$ cat config.mk
export PLATFORM = sky130hd
export DESIGN_NAME = object_track_window_motion_detect
export DESIGN_NICKNAME = d
export VERILOG_FILES = /design/src/hdl/otwmd_pkg.sv /design/src/hdl/otwmd_div.sv /design/src/hdl/object_track_window_motion_detect.sv
export SDC_FILE = /design/constraint.sdc
export NUM_CORES = 2
export LEC_CHECK = 0
export ABC_AREA = 1
export BUFFER_PORTS_ARGS = -buffer_cell sky130_fd_sc_hd__buf_4
export CAP_MARGIN = 20
export CORE_AREA = 2 2 339 341
export DETAILED_ROUTE_END_ITERATION = 6
export DIE_AREA = 0 0 341 343
export PLACE_DENSITY = 0.76
export SLEW_MARGIN = 20
export SYNTH_ARGS = -nofsm -noshare
export SYNTH_HDL_FRONTEND = slang
export SYNTH_SLANG_ARGS = --single-unit
$ cat constraint.sdc
create_clock -name i_clk -period 26.3 [get_ports i_clk]
set_input_delay 5.26 -clock i_clk [delete_from_list [all_inputs] [get_ports i_clk]]
set_output_delay 5.26 -clock i_clk [all_outputs]
set_load 0.005 [all_outputs]
$ cat src/hdl/otwmd_pkg.sv
// ----------------------------------------------------------------------------
// otwmd_pkg
// Shared constants and types of the tracked-object motion detector.
// ----------------------------------------------------------------------------
`default_nettype none

package otwmd_pkg;

    localparam int DEPTH = 10;
    localparam int IDX_W = (DEPTH > 1) ? $clog2(DEPTH) : 1;
    localparam int CNT_W = $clog2(DEPTH + 1);
    localparam int DVD_W = 17 + CNT_W;
    localparam int CFG_W = 16;

    localparam logic [1:0] REG_MOTION_THR = 2'd0;
    localparam logic [1:0] REG_SIZE_TOL   = 2'd1;
    localparam logic [1:0] REG_EFFECT_THR = 2'd2;

    typedef struct packed {
        logic [15:0] x;
        logic [15:0] y;
        logic [15:0] w;
        logic [15:0] h;
    } t_smp;

    typedef struct packed {
        logic                    start;
        logic signed [DVD_W-1:0] dividend;
        logic [CNT_W-1:0]        divisor;
    } t_div_req;

    typedef struct packed {
        logic                    done;
        logic signed [DVD_W-1:0] quotient;
    } t_div_rsp;

endpackage

`default_nettype wire

$ cat src/hdl/otwmd_div.sv
// ----------------------------------------------------------------------------
// otwmd_div
// Shared signed divider, one quotient bit per cycle, truncating toward zero.
// ----------------------------------------------------------------------------
`default_nettype none

module otwmd_div (
    input  wire logic                i_clk,
    input  wire logic                i_rst_n,
    input  wire otwmd_pkg::t_div_req i_req,
    output otwmd_pkg::t_div_rsp      o_rsp
);
    import otwmd_pkg::*;

    localparam int STEP_W = $clog2(DVD_W);

    logic              r_busy;
    logic              r_done;
    logic              r_neg;
    logic [STEP_W-1:0] r_step;
    logic [CNT_W-1:0]  r_rem;
    logic [CNT_W-1:0]  r_den;
    logic [DVD_W-1:0]  r_quo;
    logic [DVD_W-1:0]  w_mag;
    logic [CNT_W:0]    w_shift;
    logic [CNT_W:0]    w_sub;
    logic              w_ge;

    assign w_mag   = i_req.dividend[DVD_W-1] ? DVD_W'(-i_req.dividend) : DVD_W'(i_req.dividend);
    assign w_shift = {r_rem, r_quo[DVD_W-1]};
    assign w_ge    = w_shift >= {1'b0, r_den};
    assign w_sub   = w_shift - {1'b0, r_den};

    always_ff @(posedge i_clk) begin
        if (!i_rst_n) begin
            r_busy <= 1'b0;
            r_done <= 1'b0;
        end else begin
            r_done <= 1'b0;
            if (i_req.start && !r_busy) begin
                r_busy <= 1'b1;
                r_step <= '0;
                r_rem  <= '0;
                r_den  <= i_req.divisor;
                r_quo  <= w_mag;
                r_neg  <= i_req.dividend[DVD_W-1];
            end else if (r_busy) begin
                r_quo  <= {r_quo[DVD_W-2:0], w_ge};
                r_rem  <= w_ge ? w_sub[CNT_W-1:0] : w_shift[CNT_W-1:0];
                r_step <= r_step + 1'b1;
                if (r_step == STEP_W'(DVD_W - 1)) begin
                    r_busy <= 1'b0;
                    r_done <= 1'b1;
                end
            end
        end
    end

    assign o_rsp.done     = r_done;
    assign o_rsp.quotient = r_neg ? $signed(-r_quo) : $signed(r_quo);

endmodule

`default_nettype wire

$ cat src/hdl/object_track_window_motion_detect.sv
// ----------------------------------------------------------------------------
// object_track_window_motion_detect
// Window of tracked-object samples with prefix-mean action detection and
// mean absolute deviation of position.
// ----------------------------------------------------------------------------
// Usage:
//   s-side beat: tuser = op (0 add sample, 1 restart), tdata = x, y, width,
//   height. One result beat on the m-side per input beat.
//   Thresholds are written on the cfg port while the block is idle.
// Timing:
//   all divides run through one shared divider that yields one quotient bit
//   per cycle, 21 quotient bits per divide. The prefix walk costs four
//   divides plus a test per sample up to the detecting one, the spread adds
//   two passes over n entries and four divides. s_tready is high only
//   between items.
// Reset:
//   window empty, thresholds back to 410, no result pending.
// Stall:
//   a result waits in the output register; the next item is accepted while it
//   waits, and its own result is held back until the register is free.
// ----------------------------------------------------------------------------
`default_nettype none

module object_track_window_motion_detect (
    input  wire logic        i_clk,
    input  wire logic        i_rst_n,
    input  wire logic        s_axis_tvalid,
    output logic             s_axis_tready,
    input  wire logic [63:0] s_axis_tdata,  // pos_x, pos_y, obj_width, obj_height
    input  wire logic [0:0]  s_axis_tuser,  // op
    output logic             m_axis_tvalid,
    input  wire logic        m_axis_tready,
    // sample_count, action_detected, shape_changed, motion_detected,
    // effects_valid, spread_x, spread_y, moved_x, moved_y, zero fill
    output logic [47:0]      m_axis_tdata,
    input  wire logic        i_cfg_we,
    input  wire logic [1:0]  i_cfg_addr,
    input  wire logic [15:0] i_cfg_wdata
);
    import otwmd_pkg::*;

    typedef enum logic [3:0] {
        S_IDLE, S_CHK, S_PRE_DIV, S_PRE_WAIT, S_PRE_TEST, S_SUM, S_MEAN_X,
        S_MEAN_XW, S_MEAN_Y, S_MEAN_YW, S_DEV, S_SPR_X, S_SPR_XW, S_SPR_Y,
        S_SPR_YW, S_OUT
    } t_state;

    t_state                  r_state;
    t_smp                    r_win [DEPTH];
    logic [IDX_W-1:0]        r_slot;
    logic [CNT_W-1:0]        r_cnt;
    logic [IDX_W-1:0]        r_k;
    logic [IDX_W-1:0]        r_j;
    logic [1:0]              r_ch;
    logic signed [16:0]      r_mean [4];
    logic signed [16:0]      r_mx;
    logic signed [16:0]      r_my;
    logic signed [DVD_W-1:0] r_sx;
    logic signed [DVD_W-1:0] r_sy;
    logic [15:0]             r_spx;
    logic [15:0]             r_spy;
    logic                    r_act;
    logic                    r_shp;
    logic                    r_mot;
    logic [11:0]             r_mthr;
    logic [11:0]             r_stol;
    logic [15:0]             r_ethr;
    logic                    r_ovalid;
    logic [47:0]             r_odata;

    t_smp                    w_v;
    logic signed [16:0]      w_vc;
    logic signed [DVD_W-1:0] w_prod;
    logic [CNT_W:0]          w_start;
    logic [IDX_W-1:0]        w_jnext;
    logic signed [17:0]      w_dx;
    logic signed [17:0]      w_dy;
    logic signed [17:0]      w_dw;
    logic signed [17:0]      w_dh;
    logic [17:0]             w_ax;
    logic [17:0]             w_ay;
    logic [17:0]             w_aw;
    logic [17:0]             w_ah;
    logic                    w_sz;
    logic                    w_ps;
    logic signed [17:0]      w_ex;
    logic signed [17:0]      w_ey;
    logic [17:0]             w_aex;
    logic [17:0]             w_aey;
    logic                    w_jlast;
    logic                    w_klast;
    t_div_req                w_req;
    t_div_rsp                w_rsp;

    otwmd_div u_div (
        .i_clk   (i_clk),
        .i_rst_n (i_rst_n),
        .i_req   (w_req),
        .o_rsp   (w_rsp)
    );

    assign w_v = r_win[r_j];

    always_comb begin
        case (r_ch)
            2'd0:    w_vc = 17'($signed(w_v.x));
            2'd1:    w_vc = 17'($signed(w_v.y));
            2'd2:    w_vc = $signed({1'b0, w_v.w});
            default: w_vc = $signed({1'b0, w_v.h});
        endcase
    end

    assign w_prod  = DVD_W'($signed({1'b0, r_k})) * DVD_W'(r_mean[r_ch]);
    assign w_start = ({1'b0, CNT_W'(r_slot)} >= {1'b0, r_cnt})
                   ? {1'b0, CNT_W'(r_slot)} - {1'b0, r_cnt}
                   : {1'b0, CNT_W'(r_slot)} + (CNT_W + 1)'(DEPTH) - {1'b0, r_cnt};
    assign w_jnext = (r_j == IDX_W'(DEPTH - 1)) ? '0 : r_j + 1'b1;
    assign w_jlast = CNT_W'(r_j) == r_cnt - 1'b1;
    assign w_klast = CNT_W'(r_k) == r_cnt - 1'b1;

    assign w_dx = 18'(r_mean[0]) - 18'($signed(w_v.x));
    assign w_dy = 18'(r_mean[1]) - 18'($signed(w_v.y));
    assign w_dw = 18'(r_mean[2]) - $signed({2'b00, w_v.w});
    assign w_dh = 18'(r_mean[3]) - $signed({2'b00, w_v.h});
    assign w_ax = w_dx[17] ? 18'(-w_dx) : 18'(w_dx);
    assign w_ay = w_dy[17] ? 18'(-w_dy) : 18'(w_dy);
    assign w_aw = w_dw[17] ? 18'(-w_dw) : 18'(w_dw);
    assign w_ah = w_dh[17] ? 18'(-w_dh) : 18'(w_dh);
    assign w_ps = (w_ax > 18'(r_mthr)) || (w_ay > 18'(r_mthr));
    assign w_sz = ({w_aw, 12'd0} > 30'(r_stol) * 30'(w_v.w))
               || ({w_ah, 12'd0} > 30'(r_stol) * 30'(w_v.h));

    assign w_ex  = 18'($signed(w_v.x)) - 18'(r_mx);
    assign w_ey  = 18'($signed(w_v.y)) - 18'(r_my);
    assign w_aex = w_ex[17] ? 18'(-w_ex) : 18'(w_ex);
    assign w_aey = w_ey[17] ? 18'(-w_ey) : 18'(w_ey);

    always_comb begin
        w_req.start    = 1'b0;
        w_req.dividend = r_sx;
        w_req.divisor  = r_cnt;
        case (r_state)
            S_PRE_DIV: begin
                w_req.start    = 1'b1;
                w_req.dividend = w_prod + DVD_W'(w_vc);
                w_req.divisor  = CNT_W'(r_k) + 1'b1;
            end
            S_MEAN_X, S_SPR_X: begin
                w_req.start = 1'b1;
            end
            S_MEAN_Y, S_SPR_Y: begin
                w_req.start    = 1'b1;
                w_req.dividend = r_sy;
            end
            default: begin
                w_req.start = 1'b0;
            end
        endcase
    end

    assign s_axis_tready = (r_state == S_IDLE);
    assign m_axis_tvalid = r_ovalid;
    assign m_axis_tdata  = r_odata;

    always_ff @(posedge i_clk) begin
        if (!i_rst_n) begin
            r_mthr <= 12'd410;
            r_stol <= 12'd410;
            r_ethr <= 16'd410;
        end else if (i_cfg_we) begin
            case (i_cfg_addr)
                REG_MOTION_THR: r_mthr <= i_cfg_wdata[11:0];
                REG_SIZE_TOL:   r_stol <= i_cfg_wdata[11:0];
                REG_EFFECT_THR: r_ethr <= i_cfg_wdata;
                default:        r_ethr <= r_ethr;
            endcase
        end
    end

    always_ff @(posedge i_clk) begin
        if (!i_rst_n) begin
            r_state  <= S_IDLE;
            r_slot   <= '0;
            r_cnt    <= '0;
            r_ovalid <= 1'b0;
        end else begin
            if (r_ovalid && m_axis_tready && r_state != S_OUT) begin
                r_ovalid <= 1'b0;
            end
            case (r_state)
                S_IDLE: begin
                    if (s_axis_tvalid) begin
                        r_act <= 1'b0;
                        r_shp <= 1'b0;
                        r_mot <= 1'b0;
                        r_spx <= '0;
                        r_spy <= '0;
                        if (s_axis_tuser[0]) begin
                            r_slot <= '0;
                            r_cnt  <= '0;
                        end else begin
                            r_win[r_slot] <= t_smp'({s_axis_tdata[15:0], s_axis_tdata[31:16],
                                                     s_axis_tdata[47:32], s_axis_tdata[63:48]});
                            r_slot <= (r_slot == IDX_W'(DEPTH - 1)) ? '0 : r_slot + 1'b1;
                            if (r_cnt != CNT_W'(DEPTH)) begin
                                r_cnt <= r_cnt + 1'b1;
                            end
                        end
                        r_state <= S_CHK;
                    end
                end
                S_CHK: begin
                    r_k       <= '0;
                    r_ch      <= '0;
                    r_sx      <= '0;
                    r_sy      <= '0;
                    r_mean[0] <= '0;
                    r_mean[1] <= '0;
                    r_mean[2] <= '0;
                    r_mean[3] <= '0;
                    if (r_cnt >= CNT_W'(2)) begin
                        r_j     <= w_start[IDX_W-1:0];
                        r_state <= S_PRE_DIV;
                    end else if (r_cnt != '0) begin
                        r_j     <= '0;
                        r_state <= S_SUM;
                    end else begin
                        r_state <= S_OUT;
                    end
                end
                S_PRE_DIV: begin
                    r_state <= S_PRE_WAIT;
                end
                S_PRE_WAIT: begin
                    if (w_rsp.done) begin
                        r_mean[r_ch] <= w_rsp.quotient[16:0];
                        r_ch         <= r_ch + 1'b1;
                        r_state      <= (r_ch == 2'd3) ? S_PRE_TEST : S_PRE_DIV;
                    end
                end
                S_PRE_TEST: begin
                    if (w_sz || w_ps || w_klast) begin
                        r_act   <= w_sz || w_ps;
                        r_shp   <= w_sz;
                        r_mot   <= w_ps;
                        r_j     <= '0;
                        r_state <= S_SUM;
                    end else begin
                        r_k     <= r_k + 1'b1;
                        r_j     <= w_jnext;
                        r_state <= S_PRE_DIV;
                    end
                end
                S_SUM: begin
                    r_sx <= r_sx + DVD_W'($signed(w_v.x));
                    r_sy <= r_sy + DVD_W'($signed(w_v.y));
                    r_j  <= r_j + 1'b1;
                    if (w_jlast) begin
                        r_state <= S_MEAN_X;
                    end
                end
                S_MEAN_X: begin
                    r_state <= S_MEAN_XW;
                end
                S_MEAN_XW: begin
                    if (w_rsp.done) begin
                        r_mx    <= w_rsp.quotient[16:0];
                        r_state <= S_MEAN_Y;
                    end
                end
                S_MEAN_Y: begin
                    r_state <= S_MEAN_YW;
                end
                S_MEAN_YW: begin
                    if (w_rsp.done) begin
                        r_my    <= w_rsp.quotient[16:0];
                        r_j     <= '0;
                        r_sx    <= '0;
                        r_sy    <= '0;
                        r_state <= S_DEV;
                    end
                end
                S_DEV: begin
                    r_sx <= r_sx + DVD_W'(w_aex);
                    r_sy <= r_sy + DVD_W'(w_aey);
                    r_j  <= r_j + 1'b1;
                    if (w_jlast) begin
                        r_state <= S_SPR_X;
                    end
                end
                S_SPR_X: begin
                    r_state <= S_SPR_XW;
                end
                S_SPR_XW: begin
                    if (w_rsp.done) begin
                        r_spx   <= w_rsp.quotient[15:0];
                        r_state <= S_SPR_Y;
                    end
                end
                S_SPR_Y: begin
                    r_state <= S_SPR_YW;
                end
                S_SPR_YW: begin
                    if (w_rsp.done) begin
                        r_spy   <= w_rsp.quotient[15:0];
                        r_state <= S_OUT;
                    end
                end
                S_OUT: begin
                    if (!r_ovalid || m_axis_tready) begin
                        r_ovalid <= 1'b1;
                        r_odata  <= {6'd0, (r_spy > r_ethr), (r_spx > r_ethr), r_spy, r_spx,
                                     (r_cnt != '0), r_mot, r_shp, r_act, r_cnt[3:0]};
                        r_state  <= S_IDLE;
                    end
                end
                default: begin
                    r_state <= S_IDLE;
                end
            endcase
        end
    end

endmodule

`default_nettype wire

* Word-level counts from Yosys, hierarchy flattened
Memories as Yosys holds them, arrays and structs flattened. A register that Yosys moved wholly into a read port is not among the register bits.
Cells that the tools add are included.
** Word-level totals
- Word-level logic and storage cells :: 242
- Memories :: 2
- Register bits after elaboration :: 253
- Memory bits (writable) :: 708
- Input port bits :: 88
** Memories
- r_win :: depth 10, bits a word 64, rd ports 1, clocked after memory_dff 1, write ports 1, line object_track_window_motion_detect.sv:49 : t_smp r_win [DEPTH];
- r_mean :: depth 4, bits a word 17, rd ports 5, clocked after memory_dff 1, write ports 4, line object_track_window_motion_detect.sv:55 : logic signed [16:0] r_mean [4];
** Cells by class
- Reductions and logical operators :: 46
- Bitwise operators :: 2
- Equal/unequal tests :: 39
- Mux-type cells :: 84
- Multipliers :: 3
- Add/subtract/negate cells :: 30
- $lt $le $gt $ge :: 9
** Operator list (count)
- $pmux 21 s4 :: 2
- $mux 18 :: 6
- $neg 18->18 :: 6
- $mux 4 :: 26
- $mux 21 :: 4
- $pmux 16 s2 :: 2
- $pmux 4 s16 :: 1
- $gt 30x28->1 :: 2
- $mul 12x16->28 :: 2
- $pmux 17 s3 :: 1
- $add 21x16->21 :: 2
- $add 21x18->21 :: 2
- $pmux 21 s2 :: 1
- $eq 4x4->1 const B :: 10
- $gt 18x12->1 :: 2
- $sub 16x17->18 :: 2
- $sub 17x16->18 :: 2
- $sub 17x17->18 :: 2
- $mux 17 :: 2
- $gt 16x16->1 :: 2
- $mux 16 :: 2
- $mux 1 :: 25
- $add 21x17->21 :: 1
- $mul 5x17->21 :: 1
- other kinds (45) :: 105

* Depth between registers and ports, before layout
An unclocked memory read counts as a cell.
- Word-level depth :: 11
- Mapped depth :: 56
- Depth with buffers taken out :: 52

* Hierarchy
Synthesis repeated with hierarchy kept, for this count alone.
** Unflattened totals
- Cell total of the unflattened synthesis :: 7500
- Area, all modules :: 67463.5 µm²
** Modules (own cells, without submodules)
- object_track_window_motion_detect :: instances 1, cells an instance 7116, area an instance 64649.5 µm², seq. area each 27336.2 µm²
- otwmd_div :: instances 1, cells an instance 384, area an instance 2813.9 µm², seq. area each 1091.0 µm²

* Worst setup path after synthesis
OpenSTA, ideal clock, no wires.
- Kind :: in2reg
- From :: input port s_axis_tvalid
- To :: memory r_win[0][0] (netlist name) (enable)
- Data required time :: 25.735 ns
- Path slack :: 15.401 ns
- Library setup time :: 0.565 ns
- Stages :: 6
- Arrival :: 10.334 ns
- Path buffers :: 0
- Cells stage by stage :: nand2_1 nor2_1 inv_1 nor2_1 nand3_1 nor3_1
** Between the ends
- Word-level cells in the longest chain between the ends :: 4
** RTL lines
- start: declaration :: line object_track_window_motion_detect.sv:27 : input wire logic s_axis_tvalid,
- $mux 1 :: line object_track_window_motion_detect.sv:192 : if (s_axis_tvalid) begin
- $mux 1 :: line object_track_window_motion_detect.sv:190 : case (r_state)
- $mux 1 :: line object_track_window_motion_detect.sv:181 : if (!i_rst_n) begin
- $mux 1 (not written as such) :: line object_track_window_motion_detect.sv:202 : r_win[r_slot] <= t_smp'({s_axis_tdata[15:0], s_axis_tdata[31:16],
- end: declaration :: line object_track_window_motion_detect.sv:49
No other way between the ends.

==> out/results.tsv <==
stage	metric	value	unit
final_layout	fillers	9086	
sta	Slew HR	0.250	
floorplanning	Chip Width	341	microns
route	1st-iter DRT viols	5976	
global_route	GRT Total Usage	0.337	
yosys	number of synthesized flops with an enable pin	906	
floorplanning	Initial Utilization	0.596	
placed_design	GP Congestion	0.998	
global_route	GR Overflow Total	0	
critical_path	Max FO, Critical Path	166	
route	Initial DRT Pass Iterations	7	
critical_path	Required @ worst endpoint	26690	ps
global_route	antenna violations before repair	9	
floorplanning	# rows	124	
clock_network	Setup Fix Bufs, Post-CTS	0	
critical_path	Top cell by count, worst path	nand2_1	
final_layout	share of cells above drive strength 1	0.0618	
critical_path	Worst path max stage delay	930	ps
critical_path	startpoint types	flop	
yosys	mean post-synth cell area	8.98	sq um
outcome	status	finished, violations left	
floorplanning	Die Height	343	microns
route	met3 wire len	21.2	mm
outcome	failing checks	DRC	
route	DRT antenna net count	0	
yosys	Yosys cell types	68	
critical_path	reg-to-reg setup timing slack	14880	ps
sta	setup violators final	0	
clock_network	CTS Buf Count	100	
floorplanning	I/O pin total	138	
clock_network	Root Buffer	clkbuf_16	
clock_network	CTS Hold Buffers Added	0	
sta	final hold viol count	0	
clock_network	Clk Latency, worst-skew pair	730	ps
critical_path	worst r2r dst	r_k[1]	
yosys	Seq/Total Area, Yosys	0.420	
global_route	number of global-route vias before repair	52200	
clock_network	cts repair resizes	0	
route	Top Layer Used	met5	
min_path	Hold Crit Class	reg2reg	
min_path	Min-Delay Endpoint	m_axis_tdata[10]	
clock_network	clk slew on worst S/H paths	60	ps
critical_path	Crit path buffers/inverters	10	
sta	final worst-path cycle share	0.434	
sta	Worst Skew	50.3	ps
yosys	Gate Count Post-Synth	7531	
clock_network	clk buf depth	3	
route	met2 WL post-DR	90.0	mm
min_path	hold path startpoint	r_spx[2]	
clock_network	H-tree level count	3	
clock_network	Clock Sinks	967	
sta	Pins Over Slew Limit	0	
global_route	largest net degree at the start of global routing	181	
yosys	Most used DFF post-synth	edfxtp_1	
final_layout	nets	8493	
sta	Worst-Margin Slew	1120	ps
route	WL final	199	mm
sta	RSZ-0062 raised after global routing	false	
yosys	total of warnings raised by yosys	0	
global_route	first-pass GRT wire length	301	mm
yosys	ys async rst share	0	
final_layout	area growth from synthesis to layout	8.74	%
critical_path	WS Path Type	reg2reg	
route	WL per Instance	21.6	microns
route	Via density	5.91	
clock_network	CTS tree	yes	
route	met1 wire length	79.4	mm
critical_path	CP arrival	11810	ps
floorplanning	Core Box Area	0.113	sq mm
critical_path	slowest CP cell	dfxtp_4	
route	post-route DRC violation count	3	
critical_path	Reg2Reg Depth	49	
placed_design	Post-DP HPWL	142	mm
route	via count	54300	
critical_path	CP top delay family	adder cells	
sta	fmax	87.6	MHz
critical_path	CP endpoint kind	flop	
yosys	synthesized cell area	0.0676	sq mm
flow_run	Max-Cap Viols	0	
min_path	hold path cells	0	
floorplanning	die footprint	0.117	sq mm
sta	Tmin final	11420	ps
placed_design	Buffers on Ports	131	
yosys	Yosys reg bits	967	
sta	Fin Setup TNS	0	ps
per-layer routing:
metal | vias up | GRT usage
li1 | 25200 | -
met1 | 26000 | 0.452
met2 | 2651 | 0.533
met3 | 476 | 0.0791
met4 | 10 | 0.135
met5 | - | 0
cell usage in the layout, fill, tap and decap left out, drive strengths merged, types with 9 or more instances in the layout:
cell / instances
nand2: 1430
inv: 1071
nor2: 1000
edfxtp: 906
o21ai: 582
ha: 467
a21oi: 366
fa: 345
nand3: 273
buf: 205
xor2: 162
clkbuf: 126
o221ai: 84
o211ai: 75
xnor2: 68
o22ai: 67
dfxtp: 61
clkinv: 59
nand4: 55
nor3: 51
or2: 26
nand3b: 21
a21boi: 21
a211oi: 20
o21bai: 17
nor4: 15
a32o: 13
bufinv: 12
a31oi: 11
a22oi: 10
diode: 9
final cells by class:
| cell class | count | area (sq um) | area share |
|---|---|---|---|
| antenna | 9 | 22.5 | 0.000306 |
| clock buffer | 126 | 2620 | 0.0356 |
| inverter | 1086 | 4090 | 0.0556 |
| clock inverter | 58 | 697 | 0.00947 |
| timing repair buffer | 205 | 1580 | 0.0215 |
| sequential | 967 | 28400 | 0.387 |
| multi-input combinational | 5233 | 34200 | 0.465 |
| tap | 1512 | 1890 | 0.0257 |
worst reg2reg max path, delay by kind of cell, from the launching register on:
| family | cells | cell delay [ps] |
|---|---|---|
| adder cells (fa/ha/maj) | 7 | 2800 |
| flip-flops | 1 | 930 |
| AND/OR/NAND/NOR | 19 | 2620 |
| AO/OA/AOI/OAI | 13 | 2450 |
| buffers and inverters | 10 | 2300 |
synthesized netlist by cell type (5+ instances only):
master | instances | area share
o22ai_1 | 66 | 0.0061
o221ai_1 | 84 | 0.011
and2_1 | 7 | 0.00065
nand4_1 | 54 | 0.0050
a31oi_1 | 11 | 0.0010
inv_2 | 17 | 0.00094
nand3_1 | 265 | 0.020
o21a_1 | 6 | 0.00067
buf_4 | 8 | 0.00089
o211ai_1 | 74 | 0.0082
buf_1 | 7 | 0.00039
xnor2_1 | 67 | 0.0087
or2_2 | 23 | 0.0021
buf_2 | 40 | 0.0030
edfxtp_1 | 906 | 0.40
o21ai_1 | 33 | 0.0024
nand3_2 | 8 | 0.0012
o21bai_1 | 17 | 0.0019
fa_1 | 345 | 0.10
a21boi_0 | 13 | 0.0014
a211oi_1 | 20 | 0.0022
a21boi_1 | 7 | 0.00078
nor2_2 | 18 | 0.0017
a21o_1 | 5 | 0.00055
nor2_1 | 979 | 0.054
clkinv_1 | 17 | 0.00094
dfxtp_1 | 61 | 0.018
o21ai_0 | 549 | 0.041
nand3b_1 | 21 | 0.0023
ha_1 | 467 | 0.086
a21oi_1 | 363 | 0.027
a32o_1 | 13 | 0.0019
nor3_1 | 50 | 0.0037
a32oi_1 | 5 | 0.00065
nor4_1 | 12 | 0.0011
xor2_1 | 162 | 0.021
inv_1 | 1051 | 0.058
clkbuf_1 | 193 | 0.011
nand2_1 | 1402 | 0.078
a22oi_1 | 8 | 0.00089
nand2_2 | 27 | 0.0025
cell families (layout without fill, tap and decap cells):
| logic type | after synthesis | count (layout) | synth area share |
|---|---|---|---|
| other | 1 | 15 | 0.0000554 |
| AND/OR/NAND/NOR | 2884 | 2884 | 0.175 |
| buffers and inverters | 1336 | 1475 | 0.0756 |
| adder cells (fa/ha/maj) | 812 | 812 | 0.188 |
| XOR/XNOR | 230 | 230 | 0.0299 |
| AO/OA/AOI/OAI | 1301 | 1301 | 0.111 |
| flip-flops | 967 | 967 | 0.420 |
metrics by stage:
| stage | utilization | instance area, sq um | cells | hold WS, ps | worst slack [ps] |
|---|---|---|---|---|---|
| finish | 0.649 | 73600 | 9196 | 469 | 14880 |
| global route | 0.648 | 73500 | 9187 | 483 | 14070 |
| CTS | 0.648 | 73500 | 9186 | 471 | 15070 |
| detailed placement | 0.619 | 70200 | 9002 | 457 | 15040 |
| global placement | 0.619 | 70200 | 9002 | 451 | 15220 |
| floorplan | - | 67700 | 7536 | 400 | 15400 |
state kept, by name, indices dropped and copies added, names as in the netlist, 5 cells and up, named ones only:
register,flops
r_win,640
r_mx,17
u_div.r_quo,21
r_sx,21
m_axis_tdata,42
r_my,17
r_sy,21
r_mean,68
r_ethr,16
r_mthr,12
r_spy,16
r_stol,12
r_spx,16
u_div.r_step,5
worst max path at each step:
| stage | start | end | slack (ps) | cells after the start |
|---|---|---|---|---|
| 2_1_floorplan | s_axis_tvalid | r_win[0][0] | 15400 | 6 |
| 3_3_place_gp | flop | r_k[1] | 15220 | 49 |
| 3_5_place_dp | flop | r_k[1] | 15040 | 49 |
| 4_1_cts | flop | r_k[1] | 15070 | 49 |
| 5_1_grt | flop | r_k[2] | 14070 | 49 |
| 6_report | flop | r_k[1] | 14880 | 49 |
Power is not shown: default switching activity piles up to over one toggle a cycle in this logic, so the estimate is an artifact.
